[src/rtl/core/i2cs_pkg.sv]
package i2cs_pkg;

    localparam int unsigned QUEUE_DEPTH = 2;
    localparam int unsigned CFG_IDX_W   = 2;
    localparam int unsigned STEP_W      = 5;

    typedef enum logic [2:0] {
        ACT_NONE     = 3'd0,
        ACT_START    = 3'd1,
        ACT_SEND     = 3'd2,
        ACT_RESTART  = 3'd3,
        ACT_RECEIVE  = 3'd4,
        ACT_ACK      = 3'd5,
        ACT_STOP     = 3'd6,
        ACT_FINISH   = 3'd7
    } t_action;

    typedef enum logic [2:0] {
        ERR_NONE     = 3'd0,
        ERR_WCOL     = 3'd1,
        ERR_BCOL     = 3'd2,
        ERR_OVERFLOW = 3'd3,
        ERR_NACK     = 3'd4,
        ERR_SEQUENCE = 3'd5,
        ERR_BUSY     = 3'd6
    } t_err;

    // configuration register indexes
    localparam logic [CFG_IDX_W-1:0] CFG_WR_ADDR = 2'd0;
    localparam logic [CFG_IDX_W-1:0] CFG_RD_ADDR = 2'd1;
    localparam logic [CFG_IDX_W-1:0] CFG_COMMAND = 2'd2;

    // bus_status bit positions
    localparam int unsigned BS_WCOL = 0;
    localparam int unsigned BS_BCOL = 1;
    localparam int unsigned BS_OVF  = 2;
    localparam int unsigned BS_NACK = 3;

    localparam logic FUNC_LAUNCH = 1'b0;

    // transaction steps
    localparam logic [STEP_W-1:0] STEP_IDLE       = 5'd0;
    localparam logic [STEP_W-1:0] STEP_LAUNCH     = 5'd1;
    localparam logic [STEP_W-1:0] STEP_WR_ADDR    = 5'd2;
    localparam logic [STEP_W-1:0] STEP_CMD        = 5'd3;
    localparam logic [STEP_W-1:0] STEP_ROLL_LO    = 5'd4;
    localparam logic [STEP_W-1:0] STEP_ROLL_HI    = 5'd5;
    localparam logic [STEP_W-1:0] STEP_RESTART    = 5'd6;
    localparam logic [STEP_W-1:0] STEP_RD_ADDR    = 5'd7;
    localparam logic [STEP_W-1:0] STEP_RD_FIRST   = 5'd8;
    localparam logic [STEP_W-1:0] STEP_DATA_FIRST = 5'd9;
    localparam logic [STEP_W-1:0] STEP_HEADING    = 5'd11;
    localparam logic [STEP_W-1:0] STEP_RATE       = 5'd15;
    localparam logic [STEP_W-1:0] STEP_MAG_X      = 5'd19;
    localparam logic [STEP_W-1:0] STEP_MAG_Y      = 5'd23;
    localparam logic [STEP_W-1:0] STEP_DATA_LAST  = 5'd27;
    localparam logic [STEP_W-1:0] STEP_STOP       = 5'd28;
    localparam logic [STEP_W-1:0] STEP_DONE       = 5'd29;

    localparam logic signed [15:0] HEADING_WRAP = 16'sd3600;

    typedef struct packed {
        logic               func;
        logic signed [15:0] roll_angle;
        logic [3:0]         bus_status;
        logic [7:0]         rx_byte;
    } t_in_item;

    typedef struct packed {
        logic [2:0]         action;
        logic [7:0]         tx_byte;
        logic               ack_level;
        logic [2:0]         error_code;
        logic signed [15:0] heading;
        logic signed [15:0] heading_rate;
        logic signed [15:0] mag_x;
        logic signed [15:0] mag_y;
        logic signed [15:0] mag_z;
        logic               readings_valid;
    } t_out_item;

    // classified item handed from front to back
    typedef struct packed {
        logic               is_launch;
        t_err               flag_err;
        logic               nack;
        logic signed [15:0] roll;
        logic [7:0]         rx;
    } t_cmd;

endpackage

[src/rtl/core/i2cs_front.sv]
module i2cs_front
    import i2cs_pkg::*;
(
    input  logic     i_in_valid,
    output logic     o_in_ready,
    input  t_in_item i_in_item,
    input  logic     i_q_full,
    output logic     o_push,
    output t_cmd     o_cmd
);

    assign o_in_ready = !i_q_full;
    assign o_push     = i_in_valid && !i_q_full;

    always_comb begin
        o_cmd.is_launch = (i_in_item.func == FUNC_LAUNCH);
        o_cmd.nack      = i_in_item.bus_status[BS_NACK];
        o_cmd.roll      = i_in_item.roll_angle;
        o_cmd.rx        = i_in_item.rx_byte;
        // collision and overflow flags in fixed priority
        if (i_in_item.bus_status[BS_WCOL]) begin
            o_cmd.flag_err = ERR_WCOL;
        end else if (i_in_item.bus_status[BS_BCOL]) begin
            o_cmd.flag_err = ERR_BCOL;
        end else if (i_in_item.bus_status[BS_OVF]) begin
            o_cmd.flag_err = ERR_OVERFLOW;
        end else begin
            o_cmd.flag_err = ERR_NONE;
        end
    end

endmodule

[src/rtl/core/i2cs_queue.sv]
module i2cs_queue
    import i2cs_pkg::*;
#(
    parameter int unsigned P_DEPTH = QUEUE_DEPTH
) (
    input  logic i_clk,
    input  logic i_rst_n,
    input  logic i_push,
    input  t_cmd i_data,
    output logic o_full,
    input  logic i_pop,
    output logic o_valid,
    output t_cmd o_data
);

    localparam int unsigned AW = (P_DEPTH > 1) ? $clog2(P_DEPTH) : 1;
    localparam int unsigned CW = $clog2(P_DEPTH + 1);

    t_cmd          r_mem [P_DEPTH];
    logic [AW-1:0] r_wr_ptr, n_wr_ptr;
    logic [AW-1:0] r_rd_ptr, n_rd_ptr;
    logic [CW-1:0] r_count,  n_count;

    assign o_full  = (r_count == CW'(P_DEPTH));
    assign o_valid = (r_count != '0);
    assign o_data  = r_mem[r_rd_ptr];

    always_comb begin
        n_wr_ptr = r_wr_ptr;
        n_rd_ptr = r_rd_ptr;
        n_count  = r_count;
        if (i_push) begin
            n_wr_ptr = (r_wr_ptr == AW'(P_DEPTH - 1)) ? '0 : r_wr_ptr + AW'(1);
        end
        if (i_pop) begin
            n_rd_ptr = (r_rd_ptr == AW'(P_DEPTH - 1)) ? '0 : r_rd_ptr + AW'(1);
        end
        if (i_push && !i_pop) begin
            n_count = r_count + CW'(1);
        end else if (i_pop && !i_push) begin
            n_count = r_count - CW'(1);
        end
    end

    always_ff @(posedge i_clk) begin
        if (!i_rst_n) begin
            r_wr_ptr <= '0;
            r_rd_ptr <= '0;
            r_count  <= '0;
        end else begin
            r_wr_ptr <= n_wr_ptr;
            r_rd_ptr <= n_rd_ptr;
            r_count  <= n_count;
        end
    end

    always_ff @(posedge i_clk) begin
        if (i_push) begin
            r_mem[r_wr_ptr] <= i_data;
        end
    end

endmodule

[src/rtl/core/i2cs_back.sv]
module i2cs_back
    import i2cs_pkg::*;
(
    input  logic                 i_clk,
    input  logic                 i_rst_n,
    input  logic                 i_q_valid,
    input  t_cmd                 i_q_data,
    output logic                 o_pop,
    input  logic                 i_cfg_valid,
    input  logic [CFG_IDX_W-1:0] i_cfg_index,
    input  logic [7:0]           i_cfg_data,
    output logic                 o_out_valid,
    input  logic                 i_out_ready,
    output t_out_item            o_out_item
);

    logic [7:0]         r_wr_addr, r_rd_addr, r_command;
    logic [STEP_W-1:0]  r_step,    n_step;
    logic [7:0]         r_low,     n_low;
    logic signed [15:0] r_roll,    n_roll;
    logic signed [15:0] r_heading, n_heading;
    logic signed [15:0] r_rate,    n_rate;
    logic signed [15:0] r_mag_x,   n_mag_x;
    logic signed [15:0] r_mag_y,   n_mag_y;
    logic signed [15:0] r_mag_z,   n_mag_z;
    logic               r_out_valid;
    t_out_item          r_out;

    logic [STEP_W-1:0]  w_next;
    logic signed [15:0] w_word;
    t_action            w_act;
    t_err               w_err;
    logic [7:0]         w_tx;
    logic               w_ack;
    logic               w_valid;
    t_out_item          w_result;

    assign o_pop       = i_q_valid && (!r_out_valid || i_out_ready);
    assign o_out_valid = r_out_valid;
    assign o_out_item  = r_out;

    assign w_next = r_step + STEP_W'(1);
    assign w_word = $signed({i_q_data.rx, r_low});

    always_comb begin
        n_step    = r_step;
        n_low     = r_low;
        n_roll    = r_roll;
        n_heading = r_heading;
        n_rate    = r_rate;
        n_mag_x   = r_mag_x;
        n_mag_y   = r_mag_y;
        n_mag_z   = r_mag_z;
        w_act     = ACT_NONE;
        w_err     = ERR_NONE;
        w_tx      = '0;
        w_ack     = 1'b0;
        w_valid   = 1'b0;
        if (i_q_data.is_launch) begin
            if (r_step != STEP_IDLE) begin
                w_err = ERR_BUSY;
            end else begin
                n_roll = i_q_data.roll;
                n_step = STEP_LAUNCH;
                w_act  = ACT_START;
            end
        end else begin
            n_step = w_next;
            if (i_q_data.flag_err != ERR_NONE) begin
                w_err = i_q_data.flag_err;
            end else if (w_next == STEP_WR_ADDR) begin
                w_act = ACT_SEND;
                w_tx  = r_wr_addr;
            end else if (w_next >= STEP_CMD && w_next <= STEP_RESTART) begin
                if (i_q_data.nack) begin
                    w_err = ERR_NACK;
                end else if (w_next == STEP_CMD) begin
                    w_act = ACT_SEND;
                    w_tx  = r_command;
                end else if (w_next == STEP_ROLL_LO) begin
                    w_act = ACT_SEND;
                    w_tx  = r_roll[7:0];
                end else if (w_next == STEP_ROLL_HI) begin
                    w_act = ACT_SEND;
                    w_tx  = r_roll[15:8];
                end else begin
                    w_act = ACT_RESTART;
                end
            end else if (w_next == STEP_RD_ADDR) begin
                w_act = ACT_SEND;
                w_tx  = r_rd_addr;
            end else if (w_next == STEP_RD_FIRST) begin
                if (i_q_data.nack) begin
                    w_err = ERR_NACK;
                end else begin
                    w_act = ACT_RECEIVE;
                end
            end else if (w_next >= STEP_DATA_FIRST && w_next <= STEP_DATA_LAST) begin
                if (!w_next[0]) begin
                    w_act = ACT_RECEIVE;
                end else if (!w_next[1]) begin
                    // steps 9, 13, ...: low byte of a pair
                    n_low = i_q_data.rx;
                    w_act = ACT_ACK;
                end else begin
                    if (w_next == STEP_HEADING) begin
                        n_heading = w_word;
                    end else if (w_next == STEP_RATE) begin
                        n_rate = w_word;
                    end else if (w_next == STEP_MAG_X) begin
                        n_mag_x = w_word;
                    end else if (w_next == STEP_MAG_Y) begin
                        n_mag_y = w_word;
                    end else begin
                        n_mag_z = w_word;
                    end
                    w_act = ACT_ACK;
                    w_ack = (w_next == STEP_DATA_LAST);
                end
            end else if (w_next == STEP_STOP) begin
                w_act = ACT_STOP;
            end else if (w_next == STEP_DONE) begin
                if (r_heading[15]) begin
                    n_heading = r_heading + HEADING_WRAP;
                end
                w_act   = ACT_FINISH;
                w_valid = 1'b1;
                n_step  = STEP_IDLE;
            end else begin
                w_err = ERR_SEQUENCE;
            end
            if (w_err != ERR_NONE) begin
                n_step = STEP_IDLE;
                w_act  = ACT_FINISH;
                w_tx   = '0;
                w_ack  = 1'b0;
            end
        end
    end

    always_comb begin
        w_result.action         = w_act;
        w_result.tx_byte        = w_tx;
        w_result.ack_level      = w_ack;
        w_result.error_code     = w_err;
        w_result.heading        = n_heading;
        w_result.heading_rate   = n_rate;
        w_result.mag_x          = n_mag_x;
        w_result.mag_y          = n_mag_y;
        w_result.mag_z          = n_mag_z;
        w_result.readings_valid = w_valid;
    end

    always_ff @(posedge i_clk) begin
        if (!i_rst_n) begin
            r_wr_addr   <= '0;
            r_rd_addr   <= '0;
            r_command   <= '0;
            r_step      <= STEP_IDLE;
            r_low       <= '0;
            r_roll      <= '0;
            r_heading   <= '0;
            r_rate      <= '0;
            r_mag_x     <= '0;
            r_mag_y     <= '0;
            r_mag_z     <= '0;
            r_out_valid <= 1'b0;
        end else begin
            if (i_cfg_valid) begin
                case (i_cfg_index)
                    CFG_WR_ADDR: r_wr_addr <= i_cfg_data;
                    CFG_RD_ADDR: r_rd_addr <= i_cfg_data;
                    CFG_COMMAND: r_command <= i_cfg_data;
                    default: ;
                endcase
            end
            if (o_pop) begin
                r_step    <= n_step;
                r_low     <= n_low;
                r_roll    <= n_roll;
                r_heading <= n_heading;
                r_rate    <= n_rate;
                r_mag_x   <= n_mag_x;
                r_mag_y   <= n_mag_y;
                r_mag_z   <= n_mag_z;
            end
            if (o_pop) begin
                r_out_valid <= 1'b1;
            end else if (i_out_ready) begin
                r_out_valid <= 1'b0;
            end
        end
    end

    always_ff @(posedge i_clk) begin
        if (o_pop) begin
            r_out <= w_result;
        end
    end

    // step 29 is never held: finish returns to idle in the same item
    a_step_range: assert property (@(posedge i_clk) disable iff (!i_rst_n)
        r_step <= STEP_STOP)
        else $error("step counter out of range");

    a_flag_abort: assert property (@(posedge i_clk) disable iff (!i_rst_n)
        o_pop && !i_q_data.is_launch && i_q_data.flag_err != ERR_NONE
        |=> r_step == STEP_IDLE && r_out.action == ACT_FINISH)
        else $error("flagged event did not abort");

    a_valid_finish: assert property (@(posedge i_clk) disable iff (!i_rst_n)
        r_out_valid && r_out.readings_valid
        |-> r_out.action == ACT_FINISH && r_out.error_code == ERR_NONE)
        else $error("readings_valid without clean finish");

    a_err_action: assert property (@(posedge i_clk) disable iff (!i_rst_n)
        r_out_valid && r_out.error_code != ERR_NONE
        |-> r_out.action == ACT_FINISH || r_out.action == ACT_NONE)
        else $error("error reported with a bus command");

endmodule

[src/rtl/core/i2c_sensor_read_sequencer_unit.sv]
// Step sequencer for an I2C write-then-read sensor transaction.
// Input channel (i_in_valid/o_in_ready, i_in_item): a launch item latches the roll
// angle and asks for a start condition; each bus event item advances one step and
// yields one bus command (send byte, repeated start, receive, ack, stop, finish).
// Output channel (o_out_valid/i_out_ready, o_out_item): exactly one item per input
// item, carrying the command, any error code and the current reading registers.
// Config channel (i_cfg_valid/o_cfg_ready): index 0 write address, 1 read address,
// 2 command byte; always ready, write only while the block is idle.
// An accepted item passes through the front queue, then the output register.
// Throughput: one item per cycle while i_out_ready stays high, set by the single-step update
// of the back end's step counter and reading registers.
// Reset clears the step counter to idle, all reading and config registers to zero.
// When the receiver stalls, the output register holds its item and the two-entry
// queue keeps taking input until full; o_in_ready then drops until space frees up.
module i2c_sensor_read_sequencer_unit
    import i2cs_pkg::*;
#(
    parameter int unsigned P_QUEUE_DEPTH = QUEUE_DEPTH
) (
    input  logic                 i_clk,
    input  logic                 i_rst_n,
    input  logic                 i_in_valid,
    output logic                 o_in_ready,
    input  t_in_item             i_in_item,
    output logic                 o_out_valid,
    input  logic                 i_out_ready,
    output t_out_item            o_out_item,
    input  logic                 i_cfg_valid,
    output logic                 o_cfg_ready,
    input  logic [CFG_IDX_W-1:0] i_cfg_index,
    input  logic [7:0]           i_cfg_data
);

    logic w_push, w_pop, w_full, w_q_valid;
    t_cmd w_cmd_in, w_cmd_out;

    assign o_cfg_ready = 1'b1;

    i2cs_front u_front (
        .i_in_valid (i_in_valid),
        .o_in_ready (o_in_ready),
        .i_in_item  (i_in_item),
        .i_q_full   (w_full),
        .o_push     (w_push),
        .o_cmd      (w_cmd_in)
    );

    i2cs_queue #(
        .P_DEPTH (P_QUEUE_DEPTH)
    ) u_queue (
        .i_clk   (i_clk),
        .i_rst_n (i_rst_n),
        .i_push  (w_push),
        .i_data  (w_cmd_in),
        .o_full  (w_full),
        .i_pop   (w_pop),
        .o_valid (w_q_valid),
        .o_data  (w_cmd_out)
    );

    i2cs_back u_back (
        .i_clk       (i_clk),
        .i_rst_n     (i_rst_n),
        .i_q_valid   (w_q_valid),
        .i_q_data    (w_cmd_out),
        .o_pop       (w_pop),
        .i_cfg_valid (i_cfg_valid),
        .i_cfg_index (i_cfg_index),
        .i_cfg_data  (i_cfg_data),
        .o_out_valid (o_out_valid),
        .i_out_ready (i_out_ready),
        .o_out_item  (o_out_item)
    );

endmodule
[config.mk]
export PLATFORM = sky130hd
export DESIGN_NAME = i2c_sensor_read_sequencer_unit
export DESIGN_NICKNAME = d
export VERILOG_FILES = /design/src/rtl/core/i2cs_pkg.sv /design/src/rtl/core/i2cs_front.sv /design/src/rtl/core/i2cs_queue.sv /design/src/rtl/core/i2cs_back.sv /design/src/rtl/core/i2c_sensor_read_sequencer_unit.sv
export SDC_FILE = /design/constraint.sdc
export NUM_CORES = 1
export LEC_CHECK = 0
export ABC_AREA = 1
export BUFFER_PORTS_ARGS = -buffer_cell sky130_fd_sc_hd__clkbuf_2
export CAP_MARGIN = 10
export CORE_ASPECT_RATIO = 2
export CORE_MARGIN = 1.5
export CORE_UTILIZATION = 50
export CTS_CLUSTER_DIAMETER = 50
export CTS_CLUSTER_SIZE = 8
export DETAILED_ROUTE_END_ITERATION = 8
export PLACE_DENSITY = 0.7
export SLEW_MARGIN = 30
export SYNTH_ARGS = -nofsm -noshare
export SYNTH_HDL_FRONTEND = slang
export SYNTH_HIERARCHICAL = 1
export SYNTH_SLANG_ARGS = --single-unit
[constraint.sdc]
create_clock -name i_clk -period 10.4 [get_ports i_clk]
set_clock_uncertainty 0.15 [all_clocks]
set_input_delay 2.08 -clock i_clk [delete_from_list [all_inputs] [get_ports i_clk]]
set_output_delay 2.08 -clock i_clk [all_outputs]
set_load 0.05 [all_outputs]
# ---- Word-level counts from Yosys, hierarchy flattened
# Memories as Yosys holds them, arrays and structs flattened. A register that Yosys moved wholly into a read port is not among the register bits.
# Index checks and enable logic that the tools add are counted.
dict set report totals {
  ff_bits 234
  out_inout_bits 99
  mem_count 1
  ramBits 58
}
dict set report op_classes {
  n_eq_ne 17
  n_mux 123
  order_cmp 4
  add_sub_neg 6
  n_bitwise 11
  n_reduce_logical 27
}
# memory words width rd rd_ports_with_merged_regs wr line_no
set mem_list {}
lappend mem_list {u_queue.r_mem 2 29 1 1 1 i2cs_queue.sv:19} ;# t_cmd r_mem [P_DEPTH];
# cell count
set ops {}
lappend ops {{16-bit two-way mux} 62}
lappend ops {{3-bit two-way mux} 28}
lappend ops {{8-bit two-way mux} 7}
lappend ops {{5-bit two-way mux} 11}
lappend ops {{5-bit equality test, second input constant} 5}
lappend ops {{16-bit by 13-bit adder with 16-bit output, second input constant} 1}
lappend ops {{5-bit by 3-bit equality test with 1-bit output, second input constant} 3}
lappend ops {{5-bit by 4-bit equality test with 1-bit output, second input constant} 3}
lappend ops {{1-bit two-way mux} 12}
lappend ops {{1-bit inverter} 11}
lappend ops {{5-bit by 2-bit equality test with 1-bit output, second input constant} 2}
lappend ops {{10-bit AND reduction} 1}
lappend ops {{10-bit OR reduction} 1}
lappend ops {{2-bit AND reduction} 4}
lappend ops {{8-bit OR reduction} 1}
lappend ops {{1-bit logical AND} 6}
lappend ops {{2-bit two-way mux} 3}
lappend ops {{2-bit nonzero test} 3}
lappend ops {{3-bit nonzero test} 2}
lappend ops {{5-bit by 1-bit adder with 5-bit output, second input constant} 1}
lappend ops {{5-bit by 2-bit >= comparator with 1-bit output, second input constant} 1}
lappend ops {{5-bit by 4-bit >= comparator with 1-bit output, second input constant} 1}
lappend ops {{5-bit by 3-bit less-or-equal comparator with 1-bit output, second input constant} 1}
lappend ops {{5-bit less-or-equal comparator, second input constant} 1}
lappend ops {{other kinds (12)} 17}

# ---- Longest topological paths before layout
# Gate-level depths: netlist of the first run.
dict set report logic_depth {
  ltp_word 15
  ltp_mapped 20
  depth_no_buf 19
}

# ---- Modules after synthesis
# The synthesis of the first run kept the hierarchy.
# mod cells_per_inst n_inst area_each_um2
set by_module_without_submodules {}
lappend by_module_without_submodules {i2cs_back 1270 1 10385.0}
lappend by_module_without_submodules {i2cs_queue 125 1 2361.0}
lappend by_module_without_submodules {i2cs_front 37 1 236.5}
lappend by_module_without_submodules {i2c_sensor_read_sequencer_unit 2 1 11.3}

# ---- Worst setup path after synthesis of the first run
# OpenSTA, ideal clock, no wires.
dict set report synth_timing {
  path_type {in2reg}
  startpoint {in i_out_ready}
  endpoint {reg u_queue.r_count[1]}
  setup_slack_ps 3682
  setup_ps 64
  path_buffers 3
  t_arrival_ps 6504
  stages 14
  path_cell_list {inv_1 -> nand2_1 -> nand2_1 -> clkbuf_1 -> inv_1 -> clkbuf_1 -> buf_1 -> inv_1 -> ha_1 -> inv_1 -> nand3_1 -> nand2_1 -> inv_1 -> nor2_1}
}
dict set report synth_via {
  elab_chain_cells 5
  word_cells_on_any_way 7
}
# item line_no
set synth_lines {}
lappend synth_lines {{start, declared} i2c_sensor_read_sequencer_unit.sv:26} ;# input logic i_out_ready,
lappend synth_lines {{1-bit logical OR *} i2cs_back.sv:38} ;# assign o_pop = i_q_valid && (!r_out_valid || i_out_ready);
lappend synth_lines {{1-bit logical AND *} i2cs_back.sv:38}
lappend synth_lines {{via w_pop} i2c_sensor_read_sequencer_unit.sv:34} ;# logic w_push, w_pop, w_full, w_q_valid;
lappend synth_lines {{1-bit logical NOT} i2cs_queue.sv:38} ;# if (i_push && !i_pop) begin
lappend synth_lines {{1-bit logical AND} i2cs_queue.sv:38}
lappend synth_lines {{2-bit two-way mux or 2-bit nonzero test (tied branches)} -}
lappend synth_lines {{end signal, assigned} i2cs_queue.sv:53} ;# r_count <= n_count;
lappend synth_lines {{end, declared} i2cs_queue.sv:22} ;# logic [CW-1:0] r_count, n_count;
# Mark *: on every way through the listed nets, which the timed path passes. The rest lies on a longest branch.
# A chain may end at the register's enable or synchronous reset.

# ---- Worst setup path in the final report of the first run
dict set report layout_timing {
  startpoint {reg u_back.r_step[0]}
  endpoint {reg u_back.r_out (netlist bit u_back/o_out_item[30]), data pin}
}
dict set report layout_via {
  elab_chain_cells 15
  word_cells_on_any_way 27
}
# item line_no
set layout_lines {}
lappend layout_lines {{start, declared} i2cs_back.sv:18} ;# logic [STEP_W-1:0] r_step, n_step;
lappend layout_lines {{start signal, assigned} i2cs_back.sv:178} ;# r_step <= n_step;
lappend layout_lines {{5-bit by 1-bit adder with 5-bit output *} i2cs_back.sv:42} ;# assign w_next = r_step + STEP_W'(1);
lappend layout_lines {{5-bit equality test} i2cs_back.sv:112} ;# end else if (w_next == STEP_MAG_Y) begin
lappend layout_lines {{16-bit two-way mux} i2cs_back.sv:112}
lappend layout_lines {{16-bit two-way mux} i2cs_back.sv:110} ;# end else if (w_next == STEP_MAG_X) begin
lappend layout_lines {{16-bit two-way mux} i2cs_back.sv:108} ;# end else if (w_next == STEP_RATE) begin
lappend layout_lines {{16-bit two-way mux} i2cs_back.sv:106} ;# if (w_next == STEP_HEADING) begin
lappend layout_lines {{16-bit two-way mux} i2cs_back.sv:101} ;# end else if (!w_next[1]) begin
lappend layout_lines {{16-bit two-way mux} i2cs_back.sv:99} ;# if (!w_next[0]) begin
lappend layout_lines {{16-bit two-way mux} i2cs_back.sv:98} ;# end else if (w_next >= STEP_DATA_FIRST && w_next <= STEP_DATA_LAST) begin
lappend layout_lines {{16-bit two-way mux} i2cs_back.sv:92} ;# end else if (w_next == STEP_RD_FIRST) begin
lappend layout_lines {{16-bit two-way mux} i2cs_back.sv:89} ;# end else if (w_next == STEP_RD_ADDR) begin
lappend layout_lines {{16-bit two-way mux} i2cs_back.sv:74} ;# end else if (w_next >= STEP_CMD && w_next <= STEP_RESTART) begin
lappend layout_lines {{16-bit two-way mux *} i2cs_back.sv:71} ;# end else if (w_next == STEP_WR_ADDR) begin
lappend layout_lines {{16-bit two-way mux *} i2cs_back.sv:69} ;# if (i_q_data.flag_err != ERR_NONE) begin
lappend layout_lines {{16-bit two-way mux *} i2cs_back.sv:59} ;# if (i_q_data.is_launch) begin
lappend layout_lines {{via u_back.n_mag_y[13]} i2cs_back.sv:24} ;# logic signed [15:0] r_mag_y, n_mag_y;
lappend layout_lines {{end signal, assigned} i2cs_back.sv:197} ;# r_out <= w_result;
lappend layout_lines {{end, declared} i2cs_back.sv:27} ;# t_out_item r_out;
# Marks and branches as above.

==> impl_metrics.env, run 1 <==
export IMPL_outcome="complete, no violations"
export IMPL_port_buffers=141
export IMPL_rsz0062_at_grt="false"
export IMPL_grt_pass1_vias=9481
export IMPL_finalSetupViolCount=0
export IMPL_synth_distinct_cells=46
export IMPL_clkSlewWorstSetupHoldPaths_ps=50
export IMPL_antenna_found_initial=0
export IMPL_cts_buffers=42
export IMPL_rows=83
export IMPL_rr_worst_depth=14
export IMPL_syn_nets=1485
export IMPL_ctsResizeCount=0
export IMPL_insertedDiodeCount=0
export IMPL_worst_hold_slack_ps=295.5
export IMPL_grt_first_pass_wirelength_um=48490
export IMPL_avgViaCountPerCell=5.159
export IMPL_grt_ovfl_total=0
export IMPL_yosys_register_bits=293
export IMPL_leakage_nw=6.645
export IMPL_worst_setup_path_start_kind="flip-flop"
export IMPL_r2r_setup_slack_ps=6000
export IMPL_p_per_area_nw_per_um2=348.0
export IMPL_cpMostUsedCell="inv_1"
export IMPL_syn_to_final_growth_pct=14.89
export IMPL_tns_ps=0
export IMPL_core_um2=25650
export IMPL_hold_start="u_back/r_wr_addr[1]"
export IMPL_drive_gt1_share_pct=16.87
export IMPL_cts_max_path_buffers=3
export IMPL_slowest_stage="nand4_2"
export IMPL_min_path_cells=2
export IMPL_drt_iter0_drc=655
export IMPL_cp_required_ps=10520
export IMPL_period_minus_slack_ps=4404
export IMPL_routed_wl_um=31210
export IMPL_yosys_top_cells_area="edfxtp_1, dfxtp_1, inv_1"
export IMPL_reg2reg_from="u_back/r_step[0]"
export IMPL_fillCellCount=2258
export IMPL_nets=1584
export IMPL_yosysSeqAreaShare_pct=57.01
export IMPL_initial_core_util_pct=50.66
export IMPL_syn_inst=1434
export IMPL_design_power_total_mw=5.195
export IMPL_hpwlAfterDp_um=22060
export IMPL_power_share_combinational_pct=38.1
export IMPL_crit_type="reg -> reg"
export IMPL_first_pass_iters=7
export IMPL_fmax_mhz=227.1
export IMPL_die_h_um=231.0
export IMPL_end_kind="flip-flop"
export IMPL_crit_path_start="u_back/r_step[0]"
export IMPL_cts_tree="done"
export IMPL_pwr_share_seq_pct=37.8
export IMPL_cts_setup_buffers=0
export IMPL_maxCapViolCount=0
export IMPL_vias=9828
export IMPL_syn_avg_cell_area_um2=9.061
export IMPL_clk_latency_ps=540
export IMPL_hold_buffers=0
export IMPL_ys_warn_count=6
export IMPL_power_switching_mw=2.206
export IMPL_cts_htree_levels=2
export IMPL_min_period_over_period_pct=42.35
export IMPL_place_congestion=0.9228
export IMPL_hold_violations=0
export IMPL_hold_class="reg -> reg"
export IMPL_yosysTopAreaCellShare_pct=35.59
export IMPL_syn_area_um2=12990
export IMPL_seqCellArea_um2=7407
export IMPL_die_w_um=117.0
export IMPL_clkPwrFrac_pct=24.1
export IMPL_max_slew_margin_pct=41.50
export IMPL_clock_root_buffer="clkbuf_16"
export IMPL_path_cells="inv_1, ha_1, inv_1, nor2_1, inv_1, nand2_1, nand2_1, nor2_1, nand2_2, nand2_4, nor3_4, nand4_2, o21ai_1, inv_1"
export IMPL_grt_start_max_net_pins=141
export IMPL_maxSlewViolCount=0
export IMPL_ir_drop_mv=0.1755
export IMPL_die_area_um2=27020
export IMPL_cp_num_cells=14
export IMPL_drcViolationCount=0
export IMPL_cts_sinks=293
export IMPL_path_buf_inv=4
export IMPL_crit_family="simple AND/OR/NAND/NOR gates"
export IMPL_worst_slew_pin_slew_ps=870.8
export IMPL_gr_usage_all_layers_pct=23.54
export IMPL_yosys_area_top_type="edfxtp_1"
export IMPL_p_sw_share_pct=42.47
export IMPL_cp_data_arrival_time_ps=4530
export IMPL_intPower_mw=2.989
export IMPL_multi_input_area_um2=4184
export IMPL_avgRoutedWirePerCell_um=16.38
export IMPL_cpPeakStageDelay_ps=820
export IMPL_drtAntennaViolNets=0
export IMPL_cp_max_fo=32
export IMPL_ios=143
## routing by layer
layer	GRT usage, %	vias up	part of all wire [%]
li1	-	4933	-
met1	23.45	4548	34
met2	44.57	256	56
met3	3.150	91	3.2
met4	14.19	0	6.0
met5	0	-	0
## sequential cells by signal, indices dropped and copies added, names as in the netlist, 16 cells and up, named ones only
signal	count
u_back/r_heading	16
u_back/o_out_item	96
u_back/r_rate	16
u_back/r_mag_x	16
u_queue/r_mem	58
u_back/r_mag_z	16
u_back/r_mag_y	16
u_back/r_roll	16
## through the flow
stage	util [%]	area (µm²)	std cells	setup slack (ps)
after floorplan	-	12990	1434	3682
after global placement	53.37	13690	1829	5649
after detailed placement	53.41	13700	1829	5553
after CTS	58.17	14920	1905	6050
after global routing	58.20	14930	1905	5616
final	58.20	14930	1905	5996
## final cells by class
type,count,share of cell area [%]
multi-input cells,802,28.03
inverters,248,6.286
repair buffers,146,5.029
clock inverters,3,0.2263
well taps,340,2.850
clock buffers,73,7.962
flip-flops and latches,293,49.62
## power by group through the flow
stage                     Sequential (mW)  Combinational [mW]  Clock [mW]
final                                1.96                1.98        1.25
after detailed placement             1.99                1.98           0
after global routing                 2.01                2.17        1.32
after CTS                            1.97                1.99        1.27
after floorplan                      2.61               0.909           0
after global placement               1.98                1.94           0
## logic make-up (layout without fill, tap and decap cells)
group | Yosys count | count (layout) | synth area share, %
fa+ha+maj | 7 | 7 | 0.6740
simple gates | 389 | 389 | 13.59
buf+inv | 339 | 470 | 10.85
flops | 293 | 293 | 57.01
xor+xnor | 2 | 2 | 0.1348
compound gates | 373 | 373 | 14.89
mux | 29 | 29 | 2.802
other cells | 2 | 2 | 0.05780
## worst paths after layout
kind	end
worst max register to register	u_back/o_out_item[30]
worst min-delay path	u_back/r_wr_addr[1]
worst min register to register	u_back/r_wr_addr[1]
worst max-delay path	u_back/o_out_item[30]
## synthesized netlist by cell type (all sizes together)
master / number
dfxtp: 139
nand4: 32
nor3: 11
nor2: 101
o21bai: 1
edfxtp: 154
ha: 7
o32ai: 2
inv: 247
or2: 1
o31ai: 1
nor4: 2
o21a: 9
o22ai: 6
clkinv: 1
a31oi: 4
o21ai: 209
a21oi: 139
nand3b: 1
conb: 2
o211ai: 1
a211oi: 1
nand3: 41
buf: 43
mux2: 29
clkbuf: 48
xor2: 2
nand2: 200
## worst reg2reg max path: stages, from the launching register on
cell and delay, ps:
dfxtp_1 660, inv_1 170, ha_1 440, inv_1 150, nor2_1 60, inv_1 80
nand2_1 70, nand2_1 70, nor2_1 50, nand2_2 80, nand2_4 120, nor3_4 620
nand4_2 820, o21ai_1 510, inv_1 80
## placed cells by master, fill, tap and decap left out, types with 2 or more instances in the layout
master | Yosys | layout
nor2_1 | 93 | 92
mux2_4 | 10 | 10
inv_1 | 239 | 237
nor3_1 | 9 | 9
ha_1 | 7 | 7
clkbuf_16 | 0 | 43
o21ai_1 | 38 | 38
clkbuf_2 | 0 | 140
xor2_1 | 2 | 2
o22ai_1 | 6 | 6
buf_4 | 29 | 3
o21ai_0 | 171 | 171
nand2_4 | 3 | 3
clkbuf_1 | 48 | 30
o21a_1 | 9 | 9
dfxtp_1 | 139 | 139
nand3_2 | 5 | 6
inv_2 | 8 | 9
buf_6 | 2 | 2
nand3_1 | 35 | 34
o32ai_1 | 2 | 2
nor4_1 | 2 | 2
a21oi_1 | 137 | 137
mux2_2 | 19 | 19
nand4_1 | 31 | 31
nand2_2 | 9 | 9
nor2_2 | 5 | 6
a31oi_1 | 4 | 4
nand2_1 | 188 | 188
conb_1 | 2 | 2
edfxtp_1 | 154 | 154
nor2_4 | 2 | 2
Power figures use the tool's default switching activity.
==> inputs of run 2 (changes only) <==
Clock period 10.4 ns to 4.2 ns, I/O delays scaled along.
==> run 2 against run 1 <==
Effect of this change: critical path depth increased by 3; routed wire length increased by 3.7%; count of clock-buffer cells in the layout unchanged; sequential power increased by 150%; sequential cell count unchanged; maximum frequency increased by 25%; final cell count increased by 0.84%; via count increased by 2.2%; power increased by 150%; first-iteration DRC count increased by 8.5%.
==> impl_metrics.env, run 2 (same netlist as run 1, synthesis figures left out) <==
export IMPL_outcome="complete, no violations"
export IMPL_p_sw_share_pct=42.61
export IMPL_setup_slack_ps=666.8
export IMPL_cts_sinks=293
export IMPL_drcViolationCount=0
export IMPL_avgViaCountPerCell=5.227
export IMPL_period_minus_slack_ps=3533
export IMPL_post_route_util_pct=58.77
export IMPL_first_pass_iters=6
export IMPL_final_common_cell="inv_1"
export IMPL_grt_most_used_layer="met2"
export IMPL_cts_htree_levels=2
export IMPL_tns_ps=0
export IMPL_maxCapViolCount=0
export IMPL_intPower_mw=7.452
export IMPL_cp_max_fo=17
export IMPL_path_buf_inv=5
export IMPL_hold_class="reg -> reg"
export IMPL_finalSetupViolCount=0
export IMPL_leakage_nw=6.728
export IMPL_crit_type="reg -> reg"
export IMPL_port_buffers=141
export IMPL_cts_setup_buffers=0
export IMPL_place_worst_setup_slack_ps=711.3
export IMPL_grt_start_max_net_pins=95
export IMPL_cpMostUsedCell="inv_1"
export IMPL_cts_max_path_buffers=3
export IMPL_cp_num_cells=17
export IMPL_ir_drop_mv=0.3756
export IMPL_place_congestion=0.9622
export IMPL_cpPeakStageDelay_ps=640
export IMPL_end_kind="flip-flop"
export IMPL_largest_reg_flops=96
export IMPL_path_cells="inv_1, ha_1, inv_1, nor2_1, inv_1, nand2_1, inv_1, nand2_2, nand3_2, nand2_2, inv_2, nand2_2, a21oi_4, nand3_2, nand2_1, nand2_1, a21oi_1"
export IMPL_fmax_mhz=283.0
export IMPL_use_met3_pct=3.098
export IMPL_clkSlewWorstSetupHoldPaths_ps=50
export IMPL_use_met1_pct=22.96
export IMPL_drive_gt1_share_pct=17.52
export IMPL_cp_data_arrival_time_ps=3850
export IMPL_drtAntennaViolNets=0
export IMPL_syn_to_final_growth_pct=16.02
export IMPL_drt_iter0_drc=711
export IMPL_clock_root_buffer="clkbuf_16"
export IMPL_cts_tree="done"
export IMPL_p_per_area_nw_per_um2=861.3
export IMPL_core_um2=25650
export IMPL_clk_latency_ps=540
export IMPL_ctsResizeCount=0
export IMPL_final_cell_mix="inv_1, nand2_1, o21ai_0"
export IMPL_die_h_um=231.0
export IMPL_ios=143
export IMPL_hold_buffers=0
export IMPL_design_power_total_mw=12.98
export IMPL_clkPwrFrac_pct=23.8
export IMPL_rows=83
export IMPL_rr_worst_depth=17
export IMPL_vias=10040
export IMPL_rr_endpoint="u_back/r_mag_z[8]"
export IMPL_power_share_combinational_pct=38.9
export IMPL_worst_setup_path_start_kind="flip-flop"
export IMPL_min_path_cells=2
export IMPL_crit_family="simple AND/OR/NAND/NOR gates"
export IMPL_grt_first_pass_wirelength_um=49880
export IMPL_grt_ovfl_total=0
export IMPL_routed_wl_um=32380
export IMPL_grt_pass1_vias=9794
export IMPL_slowest_stage="dfxtp_1"
export IMPL_hpwlAfterDp_um=23230
export IMPL_r2r_setup_slack_ps=670
export IMPL_die_w_um=117.0
export IMPL_insertedDiodeCount=0
export IMPL_initial_core_util_pct=50.66
export IMPL_reg2reg_from="u_back/r_step[0]"
export IMPL_grtUsageMet2_pct=44.94
export IMPL_die_area_um2=27020
export IMPL_antenna_found_initial=0
export IMPL_gr_usage_all_layers_pct=24.48
export IMPL_crit_path_end="u_back/r_mag_z[8]"
export IMPL_min_period_over_period_pct=84.12
export IMPL_worst_slew_pin_slew_ps=739.0
export IMPL_avgRoutedWirePerCell_um=16.86
export IMPL_rsz0062_at_grt="false"
export IMPL_maxSlewViolCount=0
export IMPL_power_switching_mw=5.532
export IMPL_nets=1599
export IMPL_pwr_share_seq_pct=37.2
export IMPL_hold_violations=0
export IMPL_max_slew_margin_pct=50.35
export IMPL_cts_buffers=42
export IMPL_crit_path_start="u_back/r_step[0]"
export IMPL_cp_required_ps=4520
-- run 2: cell type report --
type,count,area [µm²]
Fill cell,2250,10580
Clock inverter,4,67.56
Clock buffer,73,1167
Tap cell,340,425.4
Multi-Input combinational cell,802,4179
Timing Repair Buffer,161,893.4
Sequential cell,293,7407
Inverter,248,935.9
-- run 2: how the worst min path moves through the flow --
stage	from	end
6_report	u_back/r_command[0]	u_back/r_command[0]
3_5_place_dp	u_back/r_command[0]	u_back/r_command[0]
4_1_cts	u_back/r_command[0]	u_back/r_command[0]
3_3_place_gp	u_back/r_command[0]	u_back/r_command[0]
2_1_floorplan	u_back/r_command[7]	u_back/r_command[7]
5_1_grt	u_back/r_roll[4]	u_back/r_roll[4]
-- run 2: tightest hold or removal path, delay by kind of cell (launching register included) --
| family | cells | cell delay, ps |
|---|---|---|
| flops | 1 | 300 |
| compound gates | 1 | 50 |
| buf+inv | 1 | 50 |
-- run 2: through the flow --
stage | hold WS [ps] | cells | area, µm²
finish | 292.8 | 1921 | 15080
global route | 310.6 | 1921 | 15080
CTS | 290.8 | 1921 | 15080
detailed placement | 283.6 | 1844 | 13840
global placement | 281.1 | 1844 | 13840
floorplan | 270.5 | 1434 | 13000
-- run 2: metal layers --
metal  vias up  part of all wire [%]
li1       4958                     -
met1      4619                    34
met2       320                    54
met3       145                   3.5
met4         0                   9.3
met5         -                     0
-- run 2: power groups by stage --
stage                     registers (mW)  clock network, mW  logic (mW)
final                               4.83               3.09        5.06
after global routing                4.96               3.26        5.52
after CTS                           4.84               3.15        5.08
after detailed placement            4.88                  0        5.05
after global placement              4.85                  0        4.96
after floorplan                     6.42                  0        2.26
